$ cat config.mk
export PLATFORM = sky130hd
export DESIGN_NAME = primality_test_32bit
export DESIGN_NICKNAME = d
export VERILOG_FILES = /design/src/hdl/ptest_pkg.sv /design/src/hdl/ptest_modmul.sv /design/src/hdl/primality_test_32bit.sv
export SDC_FILE = /design/constraint.sdc
export NUM_CORES = 1
export LEC_CHECK = 0
export ABC_AREA = 0
export ABC_CLOCK_PERIOD_IN_PS = 16200
export BUFFER_PORTS_ARGS = -buffer_cell sky130_fd_sc_hd__buf_2
export CORE_ASPECT_RATIO = 0.6
export CORE_MARGIN = 3
export CORE_UTILIZATION = 35
export CTS_CLUSTER_DIAMETER = 80
export DETAILED_ROUTE_END_ITERATION = 10
export PLACE_DENSITY_LB_ADDON = 0.12
export SLEW_MARGIN = 20
export SYNTH_ARGS = -nofsm -noshare
export SYNTH_HDL_FRONTEND = slang
export SYNTH_HIERARCHICAL = 1
export SYNTH_SLANG_ARGS = --single-unit
$ cat constraint.sdc
create_clock -name clock -period 16.2 [get_ports clock]
set_input_delay 4.05 -clock clock [delete_from_list [all_inputs] [get_ports clock]]
set_output_delay 4.05 -clock clock [all_outputs]
set_load 0.05 [all_outputs]
$ cat src/hdl/ptest_pkg.sv
`timescale 1ns / 1ps
// ----------------------------------------------------------------------------
// ptest_pkg
// shared constants and types for the primality tester
// ----------------------------------------------------------------------------
package ptest_pkg;

   localparam int NUM_WIDTH_DEF = 32;

   localparam logic [5:0] WITNESS_A = 6'd2;
   localparam logic [5:0] WITNESS_B = 6'd7;
   localparam logic [5:0] WITNESS_C = 6'd61;

   typedef enum logic [3:0] {
      ST_IDLE,
      ST_SETUP,
      ST_POW_MUL,
      ST_POW_MUL_WAIT,
      ST_POW_SQ,
      ST_POW_SQ_WAIT,
      ST_CHECK,
      ST_LOOP_SQ_WAIT,
      ST_NEXT,
      ST_DONE
   } state_type;

endpackage

$ cat src/hdl/ptest_modmul.sv
`timescale 1ns / 1ps
// ----------------------------------------------------------------------------
// ptest_modmul
// shift-and-add modular multiplier, one multiplier bit per cycle
// ----------------------------------------------------------------------------
module ptest_modmul #(
   parameter int NUM_WIDTH = ptest_pkg::NUM_WIDTH_DEF
) (
   input  logic                 clock,
   input  logic                 reset,
   input  logic                 start,
   input  logic [NUM_WIDTH-1:0] op_a,
   input  logic [NUM_WIDTH-1:0] op_b,
   input  logic [NUM_WIDTH-1:0] modulus,
   output logic                 done,
   output logic [NUM_WIDTH-1:0] product
);

   localparam int CW = $clog2(NUM_WIDTH + 1);

   logic [NUM_WIDTH-1:0] acc_ff, acc_in;
   logic [NUM_WIDTH-1:0] a_ff, a_in;
   logic [NUM_WIDTH-1:0] b_ff, b_in;
   logic [CW-1:0]        cnt_ff, cnt_in;
   logic                 busy_ff, busy_in;
   logic                 done_ff, done_in;

   logic [NUM_WIDTH+1:0] dbl, dbl_red, add, add_red;

   always_comb begin
      dbl     = {1'b0, acc_ff, 1'b0};
      dbl_red = (dbl >= {2'b00, modulus}) ? dbl - {2'b00, modulus} : dbl;
      add     = dbl_red + (b_ff[NUM_WIDTH-1] ? {2'b00, a_ff} : '0);
      add_red = (add >= {2'b00, modulus}) ? add - {2'b00, modulus} : add;
      acc_in  = acc_ff;
      a_in    = a_ff;
      b_in    = b_ff;
      cnt_in  = cnt_ff;
      busy_in = busy_ff;
      done_in = 1'b0;
      if (start) begin
         acc_in  = '0;
         a_in    = op_a;
         b_in    = op_b;
         cnt_in  = CW'(NUM_WIDTH);
         busy_in = 1'b1;
      end else if (busy_ff) begin
         acc_in = add_red[NUM_WIDTH-1:0];
         b_in   = {b_ff[NUM_WIDTH-2:0], 1'b0};
         cnt_in = cnt_ff - 1'b1;
         if (cnt_ff == CW'(1)) begin
            busy_in = 1'b0;
            done_in = 1'b1;
         end
      end
   end

   always_ff @(posedge clock) begin
      if (reset) begin
         busy_ff <= 1'b0;
         done_ff <= 1'b0;
         cnt_ff  <= '0;
      end else begin
         busy_ff <= busy_in;
         done_ff <= done_in;
         cnt_ff  <= cnt_in;
      end
      acc_ff <= acc_in;
      a_ff   <= a_in;
      b_ff   <= b_in;
   end

   assign done    = done_ff;
   assign product = acc_ff;

endmodule

$ cat src/hdl/primality_test_32bit.sv
`timescale 1ns / 1ps
// ----------------------------------------------------------------------------
// primality_test_32bit
// deterministic miller-rabin test with witnesses 2, 7 and 61
// ----------------------------------------------------------------------------
// Pulse start while busy is low to transfer a number; busy stays high until
// rsp_valid pulses for one cycle with rsp_prime. The receiver cannot
// stall. Trivial inputs go straight to the done state, from which rsp_valid
// is registered; an odd number takes up to three rounds of roughly
// 2*NUM_WIDTH modular products each, all computed in turn by the one
// shared shift-and-add multiplier.
// ----------------------------------------------------------------------------
module primality_test_32bit #(
   parameter int NUM_WIDTH = ptest_pkg::NUM_WIDTH_DEF
) (
   input  logic                 clock,
   input  logic                 reset,
   input  logic                 start,
   output logic                 busy,
   input  logic [NUM_WIDTH-1:0] req_number,
   output logic                 rsp_valid,
   output logic                 rsp_prime
);

   localparam int SW = $clog2(NUM_WIDTH + 1);

   ptest_pkg::state_type state_ff, state_in;
   logic [NUM_WIDTH-1:0] n_ff, n_in, d_ff, d_in, acc_ff, acc_in, sq_ff, sq_in;
   logic [SW-1:0]        s_ff, s_in, k_ff, k_in;
   logic [1:0]           wit_ff, wit_in;
   logic                 res_ff, res_in, vld_ff, vld_in;

   logic                 mm_start, mm_done;
   logic [NUM_WIDTH-1:0] mm_a, mm_b, mm_p, nm1, wval;

   ptest_modmul #(.NUM_WIDTH(NUM_WIDTH)) u_mul (
      .clock(clock), .reset(reset), .start(mm_start), .op_a(mm_a), .op_b(mm_b),
      .modulus(n_ff), .done(mm_done), .product(mm_p)
   );

   assign nm1 = n_ff - 1'b1;

   always_comb begin
      case (wit_ff)
         2'd0:    wval = NUM_WIDTH'(ptest_pkg::WITNESS_A);
         2'd1:    wval = NUM_WIDTH'(ptest_pkg::WITNESS_B);
         default: wval = NUM_WIDTH'(ptest_pkg::WITNESS_C);
      endcase
   end

   always_comb begin
      state_in = state_ff;
      n_in = n_ff; d_in = d_ff; acc_in = acc_ff; sq_in = sq_ff;
      s_in = s_ff; k_in = k_ff; wit_in = wit_ff; res_in = res_ff;
      vld_in = 1'b0;
      mm_start = 1'b0; mm_a = acc_ff; mm_b = sq_ff;
      case (state_ff)
         ptest_pkg::ST_IDLE: begin
            if (start) begin
               n_in = req_number;
               wit_in = 2'd0;
               if (req_number == NUM_WIDTH'(2)) begin
                  res_in = 1'b1; state_in = ptest_pkg::ST_DONE;
               end else if (req_number < NUM_WIDTH'(2) || !req_number[0]) begin
                  res_in = 1'b0; state_in = ptest_pkg::ST_DONE;
               end else begin
                  state_in = ptest_pkg::ST_SETUP;
               end
            end
         end
         ptest_pkg::ST_SETUP: begin
            // d = n-1 with trailing zeros stripped one per cycle
            if (k_ff == '0 && s_ff == '0 && d_ff != nm1) begin
               d_in = nm1; s_in = '0; k_in = SW'(1);
            end else if (!d_ff[0]) begin
               d_in = d_ff >> 1; s_in = s_ff + 1'b1;
            end else begin
               // each witness is below n whenever its round runs
               acc_in = NUM_WIDTH'(1);
               sq_in = wval;
               state_in = ptest_pkg::ST_POW_MUL;
            end
         end
         ptest_pkg::ST_POW_MUL: begin
            if (d_ff == '0) begin
               state_in = ptest_pkg::ST_CHECK; k_in = '0;
            end else if (d_ff[0]) begin
               mm_start = 1'b1; state_in = ptest_pkg::ST_POW_MUL_WAIT;
            end else begin
               state_in = ptest_pkg::ST_POW_SQ;
            end
         end
         ptest_pkg::ST_POW_MUL_WAIT: begin
            if (mm_done) begin
               acc_in = mm_p; state_in = ptest_pkg::ST_POW_SQ;
            end
         end
         ptest_pkg::ST_POW_SQ: begin
            mm_a = sq_ff; mm_start = 1'b1; d_in = d_ff >> 1;
            state_in = ptest_pkg::ST_POW_SQ_WAIT;
         end
         ptest_pkg::ST_POW_SQ_WAIT: begin
            mm_a = sq_ff;
            if (mm_done) begin
               sq_in = mm_p; state_in = ptest_pkg::ST_POW_MUL;
            end
         end
         ptest_pkg::ST_CHECK: begin
            mm_a = acc_ff; mm_b = acc_ff;
            if ((k_ff == '0 && acc_ff == NUM_WIDTH'(1)) || acc_ff == nm1) begin
               state_in = ptest_pkg::ST_NEXT;
            end else if (k_ff + 1'b1 >= s_ff) begin
               res_in = 1'b0; state_in = ptest_pkg::ST_DONE;
            end else begin
               mm_start = 1'b1; state_in = ptest_pkg::ST_LOOP_SQ_WAIT;
            end
         end
         ptest_pkg::ST_LOOP_SQ_WAIT: begin
            mm_a = acc_ff; mm_b = acc_ff;
            if (mm_done) begin
               acc_in = mm_p; k_in = k_ff + 1'b1; state_in = ptest_pkg::ST_CHECK;
            end
         end
         ptest_pkg::ST_NEXT: begin
            d_in = '0; s_in = '0; k_in = '0;
            if (wit_ff == 2'd0 && n_ff > NUM_WIDTH'(7)) begin
               wit_in = 2'd1; state_in = ptest_pkg::ST_SETUP;
            end else if (wit_ff != 2'd2 && n_ff > NUM_WIDTH'(61)) begin
               wit_in = 2'd2; state_in = ptest_pkg::ST_SETUP;
            end else begin
               res_in = 1'b1; state_in = ptest_pkg::ST_DONE;
            end
         end
         ptest_pkg::ST_DONE: begin
            vld_in = 1'b1; state_in = ptest_pkg::ST_IDLE;
            d_in = '0; s_in = '0; k_in = '0;
         end
         default: state_in = ptest_pkg::ST_IDLE;
      endcase
   end

   always_ff @(posedge clock) begin
      if (reset) begin
         state_ff <= ptest_pkg::ST_IDLE;
         vld_ff   <= 1'b0;
         d_ff     <= '0;
         s_ff     <= '0;
         k_ff     <= '0;
      end else begin
         state_ff <= state_in;
         vld_ff   <= vld_in;
         d_ff     <= d_in;
         s_ff     <= s_in;
         k_ff     <= k_in;
      end
      n_ff   <= n_in;
      acc_ff <= acc_in;
      sq_ff  <= sq_in;
      wit_ff <= wit_in;
      res_ff <= res_in;
   end

   assign busy      = (state_ff != ptest_pkg::ST_IDLE);
   assign rsp_valid = vld_ff;
   assign rsp_prime = res_ff;

endmodule
==> metrics.cfg <==
[outcome]
run_status = completed

[drt]
via_count = 17370
drt.antenna.violating_nets = 0
detail_route.vias_per_cell = 5.843
dr.first_iter.drc_count = 1969
first_pass_detailed_route_iteration_total = 5
routed_wirelength_microns = 72660
wl_per_cell_microns = 24.44
drc_errors = 0

[place]
place_worst_setup_slack_ns = 7.029
placed_cells_incl_taps = 2925
io_buffer_count = 37
hpwlAfterDp_microns = 56260
gp_routability_congestion = 0.9910

[finish]
mostFrequentLayoutCell = sky130_fd_sc_hd__nand2_1
diodes = 0
multiInputGateArea_sq_mm = 0.01213
areaGrowthSynthToFinish_pct = 9.373
nFillCells = 5496
final_core_utilization_pct = 39.12
number_of_nets_in_the_layout = 2354
regArea_sq_mm = 0.006678
stdcell_count = 2973
fraction_of_final_layout_cells_sized_beyond_drive_strength_1_pct = 9.438
most-common-layout-cells = sky130_fd_sc_hd__nand2_1 (229), sky130_fd_sc_hd__edfxtp_1 (163), sky130_fd_sc_hd__nor2_1 (133), sky130_fd_sc_hd__a21oi_1 (122), sky130_fd_sc_hd__o21ai_0 (111)

[logic_synthesis]
synth-edff-count = 163
synth.lib_cells_used.distinct = 94
synthesis.nets = 2365
synth_warnings = 6
dominantRegCellSynth = sky130_fd_sc_hd__edfxtp_1
syn-cell-area_sq_mm = 0.01958
yosysSeqAreaShare_pct = 34.09
synth-seq-cells = 252
avgSynthCellArea_sq_um = 8.833
fraction_of_synthesis_flops_using_an_asynchronous_set_or_reset_pin_pct = 0
post_synth_inst_count = 2217

[critical_path]
critical_path_class = flop to flop
worst_setup_path_end_kind = flop
cp_max_fo = 64
crit_required_ns = 16.63
critical_path.max_stage_delay_ns = 0.65
critPathLaunchType = flop
crit_path_top_delay_cell = sky130_fd_sc_hd__edfxtp_1
critical_path_arrival_ns = 9.89

[clock_network]
cts_htree_levels = 1
numCtsBuffers = 26
cts_buffer_depth = 3
cts_post_setup_buffers_inserted = 0
cts_tree = built
numClockSinks = 252
clk_pin_slew_worst_paths_ns = 0.06
clock-root-buffer = sky130_fd_sc_hd__clkbuf_16
clock_latency_ns = 0.59
ctsHoldBuffers = 0
post_cts.resized_instances = 0

[timing]
timing_worst_slew_pin_value_ns = 1.147
setup-tns-final_ns = 0
finalSetupViolations = 0
final.min_clock_period_ns = 9.457
slew_violations = 0
finalWorstSetupSlack_ns = 6.743
rsz0062_at_grt = no
period_share_pct = 58.38
hold_viol_final = 0
max-slew-margin-rel_pct = 21.58
worst_clock_skew_ns = 0.02892
clock.fmax_mhz = 105.7

[global_routing]
first_pass_grt_wire_length_microns = 108000
grt_util_all_layers_pct = 24.07
grt_remaining_overflow = 0
first_global_vias = 15830
grt_max_degree = 65
grt_antenna_before_repair = 3

[flow_run]
timing.max_cap.violations = 0

[floorplanning]
core_region_area_sq_mm = 0.05475
initial_utilization_pct = 35.77
die_height_microns = 189.2
design.die.area_sq_mm = 0.05892
die_w_microns = 311.4
core.rowCount = 66
pin_count = 38

[hold_path]
hold_path.class = flop to flop

registers in the layout (all words and copies together) (netlist names), 4 cells and up:
name	count
acc_ff	32
d_ff	32
k_ff	6
n_ff	32
s_ff	6
sq_ff	32
state_ff	4
u_mul/a_ff	32
u_mul/b_ff	32
u_mul/cnt_ff	6
u_mul/product	32
cells by family after synthesis:
logic type	count (synthesis)	share of synthesized area, %
fa+ha+maj	113	7.335
flops	252	34.09
mux	124	6.722
compound gates	553	18.95
buf+inv	213	4.377
xor+xnor	158	7.533
simple gates	804	20.99
path summary, 6_finish.rpt:
check / start / end / slack [ns] / cells after the start
max reg2reg: n_ff[12]$_DFFE_PP_ / u_mul/product[3]$_SDFFE_PP0P_ / 6.74 / 32
min: u_mul/cnt_ff[0]$_SDFFE_PP0P_ / u_mul/cnt_ff[0]$_SDFFE_PP0P_ / 0.50 / 2
min reg2reg: u_mul/cnt_ff[0]$_SDFFE_PP0P_ / u_mul/cnt_ff[0]$_SDFFE_PP0P_ / 0.50 / 2
max: n_ff[12]$_DFFE_PP_ / u_mul/product[3]$_SDFFE_PP0P_ / 6.74 / 32
cell usage after synthesis (22+ instances only):
cell	count	share of area (%)
sky130_fd_sc_hd__a21oi_1	123	3.1
sky130_fd_sc_hd__dfxtp_1	89	9.1
sky130_fd_sc_hd__nand3_1	45	1.2
sky130_fd_sc_hd__a21o_1	51	2.0
sky130_fd_sc_hd__ha_1	110	7.0
sky130_fd_sc_hd__mux2i_1	64	3.3
sky130_fd_sc_hd__clkbuf_1	83	1.6
sky130_fd_sc_hd__nand2b_1	55	1.8
sky130_fd_sc_hd__nor2b_1	22	0.70
sky130_fd_sc_hd__inv_1	106	2.0
sky130_fd_sc_hd__o21ai_0	112	2.9
sky130_fd_sc_hd__a211oi_1	36	1.4
sky130_fd_sc_hd__and3_1	46	1.5
sky130_fd_sc_hd__xnor2_1	95	4.2
sky130_fd_sc_hd__and2_1	64	2.0
sky130_fd_sc_hd__nand2_1	229	4.4
sky130_fd_sc_hd__nor2_1	135	2.6
sky130_fd_sc_hd__xor2_1	56	2.5
sky130_fd_sc_hd__edfxtp_1	163	25
sky130_fd_sc_hd__nand4_1	39	1.2
sky130_fd_sc_hd__a22oi_1	34	1.3
sky130_fd_sc_hd__nor4_1	42	1.3
sky130_fd_sc_hd__mux2_2	60	3.5
sky130_fd_sc_hd__nor3_1	48	1.2
critical path, delay by kind of cell (launching register included):
kind	cells	cell delay (ns)
buf+inv	3	1.27
fa+ha+maj	3	1.13
flops	1	0.65
simple gates	5	1.17
compound gates	19	4.55
xor+xnor	1	0.17
mux	1	0.27
through the flow:
stage / hold slack [ns] / instance area, sq um
2_1_floorplan: 0.4620 / 19580
3_3_place_gp: 0.4770 / 20540
3_5_place_dp: 0.4842 / 20540
4_1_cts: 0.4942 / 21390
5_1_grt: 0.5032 / 21420
6_report: 0.4965 / 21420
layer usage:
metal / vias up / track usage [%] / wire, microns
li1: 8167 / - / -
met1: 8455 / 39.81 / 37990
met2: 690 / 32.02 / 27660
met3: 59 / 4.452 / 6116
met4: 0 / 3.125 / 893
met5: - / 0 / 0
area by class of cell:
class	instances	area share, %
clock inverters	13	0.7010
inverters	108	1.893
flip-flops and latches	252	31.18
clock buffers	34	3.271
repair buffers	66	1.939
well taps	748	4.370
multi-input cells	1752	56.65
Power is left out: the tool's default activity adds up to more than one toggle a clock period on the data nets, which glitch-free logic cannot reach.
